$ cat config.mk
export PLATFORM = sky130hd
export DESIGN_NAME = gdcp_useq
export DESIGN_NICKNAME = d
export VERILOG_FILES = /design/src/sv/gdcp_pkg.sv /design/src/sv/gdcp_useq.sv
export SDC_FILE = /design/constraint.sdc
export NUM_CORES = 1
export LEC_CHECK = 0
export BUFFER_PORTS_ARGS = -buffer_cell sky130_fd_sc_hd__buf_2
export CELL_PAD_IN_SITES_DETAIL_PLACEMENT = 1
export CELL_PAD_IN_SITES_GLOBAL_PLACEMENT = 1
export CORE_UTILIZATION = 38
export DETAILED_ROUTE_END_ITERATION = 6
export GPL_ROUTABILITY_DRIVEN = 0
export HOLD_SLACK_MARGIN = 0.15
export PLACE_DENSITY_LB_ADDON = 0.1
export SYNTH_ARGS = -nofsm -noshare
export SYNTH_HDL_FRONTEND = slang
export SYNTH_SLANG_ARGS = --single-unit
$ cat constraint.sdc
create_clock -name i_clk -period 2.75 [get_ports i_clk]
set_input_delay 0.275 -clock i_clk [delete_from_list [all_inputs] [get_ports i_clk]]
set_output_delay 0.275 -clock i_clk [all_outputs]
set_load 0.01 [all_outputs]
$ cat src/sv/gdcp_pkg.sv
// Shared types, constants and control store for the grid coverage planner.
// Used by every module of the block except the generic RAM.
package gdcp_pkg;

    localparam int GRID_SIDE  = 128;
    localparam int HALF_SIDE  = GRID_SIDE / 2;
    localparam int CELL_COUNT = GRID_SIDE * GRID_SIDE;
    localparam int CW         = 7;
    localparam int NB_W       = CW + 2;
    localparam int IDX_W      = 2 * CW;
    localparam int MAP_W      = 32;
    localparam int MAP_BIT_W  = 5;
    localparam int MAP_ROWS   = CELL_COUNT / MAP_W;
    localparam int ROW_W      = IDX_W - MAP_BIT_W;
    localparam int STK_W      = 5;
    localparam int DEPTH_W    = IDX_W + 1;
    localparam int CLEAN_W    = 14;
    localparam int OK_W       = 20;
    localparam int PASS_W     = 4;
    localparam int OFF_W      = 3;
    localparam int KIND_W     = 3;
    localparam int CFG_IDX_W  = 1;
    localparam int CFG_W      = 4;
    localparam int UPC_W      = 5;
    localparam int IN_TDATA_W = 8;
    localparam int OUT_TDATA_W = 56;

    localparam logic [CLEAN_W-1:0] CLEAN_MAX  = '1;
    localparam logic [OK_W-1:0]    OK_MAX     = '1;
    localparam logic [PASS_W-1:0]  PASS_MAX   = '1;
    localparam logic [OFF_W-1:0]   OFF_LAST   = 3'd4;
    localparam logic [IDX_W-1:0]   ORIGIN_IDX = IDX_W'(HALF_SIDE * GRID_SIDE + HALF_SIDE);

    localparam logic [CFG_IDX_W-1:0] CFG_WALK_ORDER    = 1'b0;
    localparam logic [CFG_IDX_W-1:0] CFG_REPEAT_PASSES = 1'b1;

    localparam logic [NB_W-1:0] STEP_X [4] = '{9'sd1, 9'sd0, -9'sd1, 9'sd0};
    localparam logic [NB_W-1:0] STEP_Y [4] = '{9'sd0, 9'sd1, 9'sd0, -9'sd1};
    localparam logic [1:0] BACK_DIR    [4] = '{2'd2, 2'd3, 2'd0, 2'd1};
    localparam logic [1:0] FIXED_ORDER [4] = '{2'd0, 2'd2, 2'd1, 2'd3};

    typedef enum logic [2:0] {
        PH_IDLE, PH_INIT, PH_ADV, PH_REPB, PH_REPF, PH_RET, PH_DONE
    } t_phase;

    typedef enum logic [KIND_W-1:0] {
        K_INIT, K_ADV, K_REPB, K_REPF, K_RET
    } t_kind;

    typedef enum logic [4:0] {
        OP_NOP, OP_WAIT, OP_START, OP_CLR_ROW, OP_EMIT_INIT, OP_CNT, OP_CNT_CLEAN,
        OP_CNT_PASS, OP_EMIT_REPB, OP_EMIT_REPF, OP_PUSH, OP_POP, OP_LOAD,
        OP_PROBE, OP_EMIT_ADV, OP_EMIT_RET, OP_EMIT_FIN
    } t_op;

    typedef enum logic [3:0] {
        C_NEVER, C_ALWAYS, C_SUCC_N, C_REP_ZERO, C_PASS_LT, C_FULL, C_DEPTH0,
        C_OFF4, C_BLOCKED, C_CLR_MORE
    } t_cond;

    typedef struct packed {
        t_op              op;
        t_cond            cond;
        logic [UPC_W-1:0] target;
    } t_uword;

    typedef struct packed {
        t_op  op;
        logic accept;
    } t_ctrl;

    typedef struct packed {
        logic   succ_n;
        logic   rep_zero;
        logic   pass_lt;
        logic   stack_full;
        logic   depth_zero;
        logic   off_ge4;
        logic   blocked;
        logic   clr_more;
        logic   out_busy;
        t_phase phase;
    } t_stat;

    localparam logic [UPC_W-1:0] A_WAIT      = 5'd0;
    localparam logic [UPC_W-1:0] A_START     = 5'd1;
    localparam logic [UPC_W-1:0] A_CLR       = 5'd2;
    localparam logic [UPC_W-1:0] A_INIT_EMIT = 5'd3;
    localparam logic [UPC_W-1:0] A_INIT      = 5'd4;
    localparam logic [UPC_W-1:0] A_INIT_CNT  = 5'd5;
    localparam logic [UPC_W-1:0] A_ADV       = 5'd6;
    localparam logic [UPC_W-1:0] A_ADV_CNT   = 5'd7;
    localparam logic [UPC_W-1:0] A_REPBK     = 5'd8;
    localparam logic [UPC_W-1:0] A_REPB      = 5'd9;
    localparam logic [UPC_W-1:0] A_REPB_EMIT = 5'd10;
    localparam logic [UPC_W-1:0] A_REPF      = 5'd11;
    localparam logic [UPC_W-1:0] A_REPF_CHK  = 5'd12;
    localparam logic [UPC_W-1:0] A_DESC      = 5'd13;
    localparam logic [UPC_W-1:0] A_PUSH      = 5'd14;
    localparam logic [UPC_W-1:0] A_RET       = 5'd15;
    localparam logic [UPC_W-1:0] A_POP       = 5'd16;
    localparam logic [UPC_W-1:0] A_LOAD      = 5'd17;
    localparam logic [UPC_W-1:0] A_SCAN      = 5'd18;
    localparam logic [UPC_W-1:0] A_PROBE     = 5'd19;
    localparam logic [UPC_W-1:0] A_TEST      = 5'd20;
    localparam logic [UPC_W-1:0] A_ADV_EMIT  = 5'd21;
    localparam logic [UPC_W-1:0] A_EXH       = 5'd22;
    localparam logic [UPC_W-1:0] A_RET_EMIT  = 5'd23;
    localparam logic [UPC_W-1:0] A_FIN       = 5'd24;

    function automatic t_uword gdcp_ucode(input logic [UPC_W-1:0] a);
        t_uword w;
        case (a)
            A_WAIT:      w = '{OP_WAIT,      C_NEVER,    A_WAIT};
            A_START:     w = '{OP_START,     C_NEVER,    A_WAIT};
            A_CLR:       w = '{OP_CLR_ROW,   C_CLR_MORE, A_CLR};
            A_INIT_EMIT: w = '{OP_EMIT_INIT, C_ALWAYS,   A_WAIT};
            A_INIT:      w = '{OP_NOP,       C_SUCC_N,   A_FIN};
            A_INIT_CNT:  w = '{OP_CNT,       C_ALWAYS,   A_SCAN};
            A_ADV:       w = '{OP_NOP,       C_SUCC_N,   A_SCAN};
            A_ADV_CNT:   w = '{OP_CNT_CLEAN, C_REP_ZERO, A_DESC};
            A_REPBK:     w = '{OP_EMIT_REPB, C_ALWAYS,   A_WAIT};
            A_REPB:      w = '{OP_CNT,       C_NEVER,    A_WAIT};
            A_REPB_EMIT: w = '{OP_EMIT_REPF, C_ALWAYS,   A_WAIT};
            A_REPF:      w = '{OP_CNT_PASS,  C_NEVER,    A_WAIT};
            A_REPF_CHK:  w = '{OP_NOP,       C_PASS_LT,  A_REPBK};
            A_DESC:      w = '{OP_NOP,       C_FULL,     A_SCAN};
            A_PUSH:      w = '{OP_PUSH,      C_ALWAYS,   A_SCAN};
            A_RET:       w = '{OP_CNT,       C_DEPTH0,   A_SCAN};
            A_POP:       w = '{OP_POP,       C_NEVER,    A_WAIT};
            A_LOAD:      w = '{OP_LOAD,      C_ALWAYS,   A_SCAN};
            A_SCAN:      w = '{OP_NOP,       C_OFF4,     A_EXH};
            A_PROBE:     w = '{OP_PROBE,     C_NEVER,    A_WAIT};
            A_TEST:      w = '{OP_NOP,       C_BLOCKED,  A_SCAN};
            A_ADV_EMIT:  w = '{OP_EMIT_ADV,  C_ALWAYS,   A_WAIT};
            A_EXH:       w = '{OP_NOP,       C_DEPTH0,   A_FIN};
            A_RET_EMIT:  w = '{OP_EMIT_RET,  C_ALWAYS,   A_WAIT};
            A_FIN:       w = '{OP_EMIT_FIN,  C_ALWAYS,   A_WAIT};
            default:     w = '{OP_NOP,       C_ALWAYS,   A_WAIT};
        endcase
        return w;
    endfunction

    function automatic logic [UPC_W-1:0] gdcp_dispatch(input logic func, input t_phase ph);
        logic [UPC_W-1:0] a;
        if (!func) begin
            a = A_START;
        end else begin
            case (ph)
                PH_INIT: a = A_INIT;
                PH_ADV:  a = A_ADV;
                PH_REPB: a = A_REPB;
                PH_REPF: a = A_REPF;
                PH_RET:  a = A_RET;
                default: a = A_WAIT;
            endcase
        end
        return a;
    endfunction

    function automatic logic gdcp_is_emit(input t_op op);
        return (op == OP_EMIT_INIT) || (op == OP_EMIT_REPB) || (op == OP_EMIT_REPF) ||
               (op == OP_EMIT_ADV) || (op == OP_EMIT_RET) || (op == OP_EMIT_FIN);
    endfunction

    function automatic logic [1:0] gdcp_dir_of(input logic walk, input logic [1:0] cdir,
                                               input logic [1:0] off);
        logic [1:0] d;
        if (walk) begin
            d = FIXED_ORDER[off];
        end else begin
            d = cdir + off;
        end
        return d;
    endfunction

endpackage

$ cat src/sv/gdcp_useq.sv
// Microcode sequencer: step counter, control store lookup, jumps and dispatch.
// Depends on gdcp_pkg for the control store, opcodes and status struct.
module gdcp_useq
    import gdcp_pkg::*;
(
    input  logic  i_clk,
    input  logic  i_rst_n,
    input  logic  i_tvalid,
    input  logic  i_func,
    output logic  o_tready,
    input  t_stat i_stat,
    output t_ctrl o_ctrl
);

    logic [UPC_W-1:0] r_upc, n_upc;
    t_uword           uw;
    logic             stall;
    logic             cond_ok;
    logic             accept;

    always_comb begin
        uw       = gdcp_ucode(r_upc);
        stall    = gdcp_is_emit(uw.op) && i_stat.out_busy;
        o_tready = (uw.op == OP_WAIT);
        accept   = o_tready && i_tvalid;
    end

    always_comb begin
        case (uw.cond)
            C_NEVER:    cond_ok = 1'b0;
            C_ALWAYS:   cond_ok = 1'b1;
            C_SUCC_N:   cond_ok = i_stat.succ_n;
            C_REP_ZERO: cond_ok = i_stat.rep_zero;
            C_PASS_LT:  cond_ok = i_stat.pass_lt;
            C_FULL:     cond_ok = i_stat.stack_full;
            C_DEPTH0:   cond_ok = i_stat.depth_zero;
            C_OFF4:     cond_ok = i_stat.off_ge4;
            C_BLOCKED:  cond_ok = i_stat.blocked;
            C_CLR_MORE: cond_ok = i_stat.clr_more;
            default:    cond_ok = 1'b0;
        endcase
    end

    always_comb begin
        if (uw.op == OP_WAIT) begin
            n_upc = accept ? gdcp_dispatch(i_func, i_stat.phase) : r_upc;
        end else if (stall) begin
            n_upc = r_upc;
        end else if (cond_ok) begin
            n_upc = uw.target;
        end else begin
            n_upc = r_upc + UPC_W'(1);
        end
    end

    always_comb begin
        o_ctrl.op     = stall ? OP_NOP : uw.op;
        o_ctrl.accept = accept;
    end

    always_ff @(posedge i_clk) begin
        if (!i_rst_n) begin
            r_upc <= A_WAIT;
        end else begin
            r_upc <= n_upc;
        end
    end

endmodule

-- After elaboration in Yosys (flattened, before gate mapping)
Memory sizes are Yosys's and may differ from the RTL's. A register that Yosys moved wholly into a read port is not among the register bits.
Index checks and enable logic that the tools add are counted.
- mux-type cells: 10
- add/subtract/negate cells: 1
- $mul: 0
- shift operators: 0
- reduce and logical (&&, ||, !) cells: 8
- $lt $le $gt $ge: 0
- equal/unequal tests: 23
- div/mod/pow operators: 0
- bitwise gates (word level): 0
- operators with widths (kind ; count):
    2-to-1 mux 5 bit ; 7
    equality test 5 x 4 -> 1 bit, second input constant ; 4
    case mux 4 bit (5 select lines) ; 1
    equality test 4 x 3 -> 1 bit, second input constant ; 4
    case mux 1 bit (9 select lines) ; 1
    equality test 4 x 2 -> 1 bit, second input constant ; 2
    equality test 4 bit, second input constant ; 2
    equality test 3 x 2 -> 1 bit, second input constant ; 2
    equality test 3 bit, second input constant ; 2
    adder 5 x 1 -> 5 bit, second input constant ; 1
    equality test 5 x 1 -> 1 bit, second input constant ; 1
    equality test 5 x 3 -> 1 bit, second input constant ; 1
    equality test 5 bit, second input constant ; 1
    logical OR 1 bit ; 5
    equality test 4 x 1 -> 1 bit, second input constant ; 1
    2-to-1 mux 4 bit ; 1
    equality test 3 x 1 -> 1 bit, second input constant ; 1
    logical AND 1 bit ; 2
    inequality test 2 x 1 -> 1 bit, second input constant ; 1
    inequality test 2 bit, second input constant ; 1
    AND reduction 2 bit ; 1
- logic and storage cells: 44
- memories: 1
- flip-flop bits (word level): 5
- output and inout port bits: 7
- latch bits: 0
- input bits: 16
- RAM bits: 0
- memory bits (read-only): 448
- memories (name ; words ; bits a word ; read ports ; clocked after Yosys merged registers in ; wr ports ; line ; RTL):
    (name not given) ; 32 ; 14 ; 1 ; 1 ; 0 ; gdcp_pkg.sv:113 ; case (a)

-- Logic depth before layout (Yosys ltp)
- word-level depth: 11
- mapped depth: 15
- mapped depth without buffers: 13

-- Worst setup path before layout
OpenSTA, ideal clock, no wires.
- path type: flip-flop to flip-flop
- start: reg uw[12] (netlist name)
- end: reg uw[10] (netlist name)
- clock period less this slack: 2.964 ns
- arrival: 2.834 ns
- path buffers: 2
- cell stages (with the launch flop): 15
- library setup time: 0.129 ns
- required time: 2.621 ns
- path slack: -0.214 ns
- path through: dfxtp_1 or4bb_1 a21oi_1 a21bo_2 buf_6 a32oi_1 a22o_1 buf_6 and2_1 inv_1 ha_1 inv_1 nor4_1 a2111oi_0 o21ai_1
- cells in the longest elaborated chain, start to end: 11
- elaborated cells on any way between the ends: 20
- classes of those cells: eq/ne (9); mux (3); reduce/logical (8)
- RTL lines (what ; line ; RTL):
    equality test 5 x 3 -> 1 bit / equality test 5 x 4 -> 1 bit (equally long branches) ; gdcp_pkg.sv:162 ; return (op == OP_EMIT_INIT) || (op == OP_EMIT_REPB) || (op == OP_EMIT_REPF) ||
    logical OR 1 bit (3 in series) ; gdcp_pkg.sv:162 ;
    logical OR 1 bit (2 in series) ; gdcp_pkg.sv:163 ; (op == OP_EMIT_ADV) || (op == OP_EMIT_RET) || (op == OP_EMIT_FIN);
    logical AND 1 bit ; gdcp_useq.sv:23 ; stall = gdcp_is_emit(uw.op) && i_stat.out_busy;
    inequality test 2 bit (no line) ; -- ;
    AND reduction 2 bit (no line) ; -- ;
    2-to-1 mux 5 bit (no line) * (2 in series) ; -- ;
Mark *: on every way between the ends. The rest lies on a longest branch, timed or not.
A chain may end at the register's enable or synchronous reset.

-- Final worst setup path
- start: reg uw[11] (netlist name)
- end: reg uw[1] (netlist name)
- cells in the longest elaborated chain, start to end: 11
- elaborated cells on any way between the ends: 20
- classes of those cells: eq/ne (9); mux (3); reduce/logical (8)
- RTL lines (what ; line):
    equality test 5 x 3 -> 1 bit / equality test 5 x 4 -> 1 bit (equally long branches) ; gdcp_pkg.sv:162
    logical OR 1 bit (3 in series) ; gdcp_pkg.sv:162
    logical OR 1 bit (2 in series) ; gdcp_pkg.sv:163
    logical AND 1 bit ; gdcp_useq.sv:23
    inequality test 2 bit (no line) ; --
    AND reduction 2 bit (no line) ; --
    2-to-1 mux 5 bit (no line) * (2 in series) ; --
Marked as above.

==> results.py <==
metrics = {
    "floorplanning": {
        "num_rows": 23,
        "io_pins": 23,
        "die_w_um": 66.9,
        "die-area_mm2": 0.00447,
        "start_util_pct": 39.7,
        "die_y_um": 66.9,
        "coreArea_mm2": 0.00403,
    },
    "finish": {
        "drive_above_1_share_pct": 46.3,
        "regArea_um2": 385,
        "multi_input_area_mm2": 0.00122,
        "final_core_utilization_pct": 56.4,
        "area_delta_synth_final_pct": 42.2,
        "nets": 284,
        "diodes": 0,
        "fill_cells": 492,
    },
    "drt": {
        "postRouteAntennaNets": 0,
        "drt-initial-drc-count": 58,
        "drt_pass1_iterations": 4,
        "vias": 1772,
        "drc": 0,
        "wl_per_cell_um": 19.0,
        "via_per_inst": 5.73,
        "finalWirelength_um": 5870,
    },
    "worst_setup_path": {
        "crit_buf_inv": 3,
        "critPathKind": "flop to flop",
        "worst_ep_arrival_time_ps": 2840,
        "cp_cell_sequence": "or4bb_1 -> a21oi_1 -> a21bo_2 -> buf_6 -> and3_4 -> o21a_1 -> inv_2 -> ha_4 -> inv_4 -> nor3_4 -> a31o_2 -> a221o_1",
        "rr_worst_depth": 12,
        "path_depth": 12,
        "critPathRequiredTime_ps": 2900,
        "cpPeakStageDelay_ps": 520,
        "critical-path-slowest-cell": "or4bb_1",
        "crit_fanout": 6,
        "crit_path_end_kind": "flop",
        "critPathTopFamily": "compound AO/OA/AOI/OAI gates",
        "cp-start-kind": "flop",
    },
    "global_routing": {
        "grt_overflow": 0,
        "grt_max_degree": 16,
        "gr-usage-all-layers_pct": 26.2,
        "grt_pass1_wl_um": 8560,
        "grt_pass1_vias": 1781,
        "antenna_found_initial": 0,
    },
    "placement": {
        "io_buffers": 22,
        "dp_slack_ps": -35.6,
        "hpwl_um": 4190,
    },
    "power_and_ir_drop": {
        "power.net_switching_uw": 1530,
        "combPwrFrac_pct": 80.4,
        "p_int_uw": 1730,
        "powerDensity_mw_per_mm2": 1430,
        "seqPwrFrac_pct": 13.5,
        "clkPwrFrac_pct": 6.1,
        "swShare_pct": 47.0,
        "leakage_uw": 0.00105,
        "ir_drop_mv": 0.593,
    },
    "sta": {
        "setup_ws_ps": 58.6,
        "setup_violations": 0,
        "min_period_over_period_pct": 97.9,
        "tightest_slew_ps": 443,
        "fin_skew_ps": 5.63,
        "relSlewSlack_pct": 69.9,
        "tns_ps": 0,
        "hold_viol": 0,
        "period_needed_ps": 2690,
        "fmax_ghz": 0.372,
        "drv_slew": 0,
    },
    "cts": {
        "cts-buffers-inserted": 3,
        "clk_latency_ps": 260,
        "cts_root_buf": "clkbuf_8",
        "cts_max_level": 1,
        "clk_pin_slew_ps": 70,
        "clk_path_buf_depth": 2,
        "clkSinkCount": 19,
        "cts_tree": "built",
    },
    "synthesis": {
        "syn_avg_cell_area_um2": 8.33,
        "synthArstFlopShare_pct": 0,
        "syn_nets": 216,
        "yosysTopAreaCellShare_pct": 23.8,
        "synth.distinct_cells": 64,
        "synth_ff_type": "dfxtp_1",
        "synth.largest_area_cell": "dfxtp_1",
        "synth-edff-count": 0,
        "netlist_area_mm2": 0.00160,
        "ys_warn_count": 0,
        "ys_ff_latch": 19,
        "synth.area.top_cells": "dfxtp_1, ha_1, mux2i_1",
        "seq_area_frac_synth_pct": 23.8,
        "netlist_instances": 192,
    },
    "status": {
        "outcome": "complete, no violations",
    },
    "worst_hold_path": {
        "hold_path_class": "primary input to flop",
        "hold_depth": 2,
    },
    "run": {
        "maxCapViolCount": 0,
    },
}
cells in the final DEF (no fill, tap or decap), drive strengths merged, types with 6 or more instances in the layout:
cell type,n
a21oi,10
and2,12
buf,71
dfxtp,19
ha,8
inv,14
mux2i,10
nand2,12
nand3,6
nor2,13
nor3,7
o21ai,11
through the flow:
step / cells / total power, uW / instance area [um2] / hold WS, ps
after floorplan: 192 / 1720 / 1610 / 499
final: 309 / 3260 / 2270 / 407
after global placement: 298 / 2480 / 2040 / 665
after CTS: 304 / 2900 / 2140 / 402
after detailed placement: 298 / 2530 / 2040 / 668
after global routing: 309 / 3450 / 2270 / 402
what timing repair did:
item | CTS | global route
pin swaps | 6 | 12
buffers inserted | 2 | 5
gates resized for setup | 11 | 24
endpoints found under the setup margin | 5 | 11
hold buffers | 0 | 0
final cells by class:
| type | count | area share [%] |
|---|---|---|
| inverters | 15 | 2.92 |
| clock buffers | 4 | 1.98 |
| well taps | 50 | 2.75 |
| repair buffers | 71 | 21.5 |
| flip-flops and latches | 19 | 17.0 |
| multi-input cells | 150 | 53.9 |
state kept, by name, indices dropped and copies added (netlist names):
name and flops:
r_upc 5, uw 14
cells by family (layout without fill, tap and decap cells):
logic type / Yosys count / in the layout / share of synthesized area [%]
adder cells (fa/ha/maj): 8 / 8 / 6.26
buffers and inverters: 23 / 90 / 7.51
flip-flops: 19 / 19 / 23.8
multiplexers: 10 / 10 / 6.26
AND/OR/NAND/NOR: 75 / 75 / 28.1
AO/OA/AOI/OAI: 54 / 54 / 26.4
XOR/XNOR: 3 / 3 / 1.64
power groups by stage:
stage               logic [uW]  clock network [uW]  registers, uW
floorplan                 1310                   0            418
global placement          2050                   0            430
detailed placement        2090                   0            441
CTS                       2270                 197            437
global route              2790                 214            447
finish                    2620                 200            440
metal layers:
metal	share of wire, %	up-vias	track usage (%)
li1	-	848	-
met1	43	851	31.0
met2	49	56	46.1
met3	4.3	17	2.91
met4	3.5	0	12.8
met5	0	-	0
cell usage after synthesis, types with 2 or more instances:
cell type  count
or4bb_1        2
mux2i_1       10
clkbuf_1       2
and3_2         2
o221ai_1       2
o31ai_1        2
and2_1        10
a32oi_1        2
nor4_1         3
nor2b_1        2
o21a_1         3
inv_1         14
nor2_1        12
ha_1           8
nor3_1         6
dfxtp_1       19
o211ai_1       2
buf_6          3
o21ai_1        3
a221oi_1       2
a21oi_1        9
nand2_1       11
xor2_1         2
nand2b_1       3
buf_2          2
o21ai_0        7
nand4_1        3
a22o_1         2
and3_1         2
nand3_1        6
or4_4          2
a22oi_1        2
path summary, 6_finish.rpt:
| kind | start | endpoint | slack, ps |
|---|---|---|---|
| min | i_rst_n | r_upc[1]$_SDFFE_PN0N_ | 410 |
| max | uw[11]$_DFF_P_ | uw[1]$_DFF_P_ | 60 |
| min reg2reg | r_upc[3]$_SDFFE_PN0N_ | r_upc[3]$_SDFFE_PN0N_ | 760 |
| max reg2reg | uw[11]$_DFF_P_ | uw[1]$_DFF_P_ | 60 |
Power figures use the tool's default switching activity.
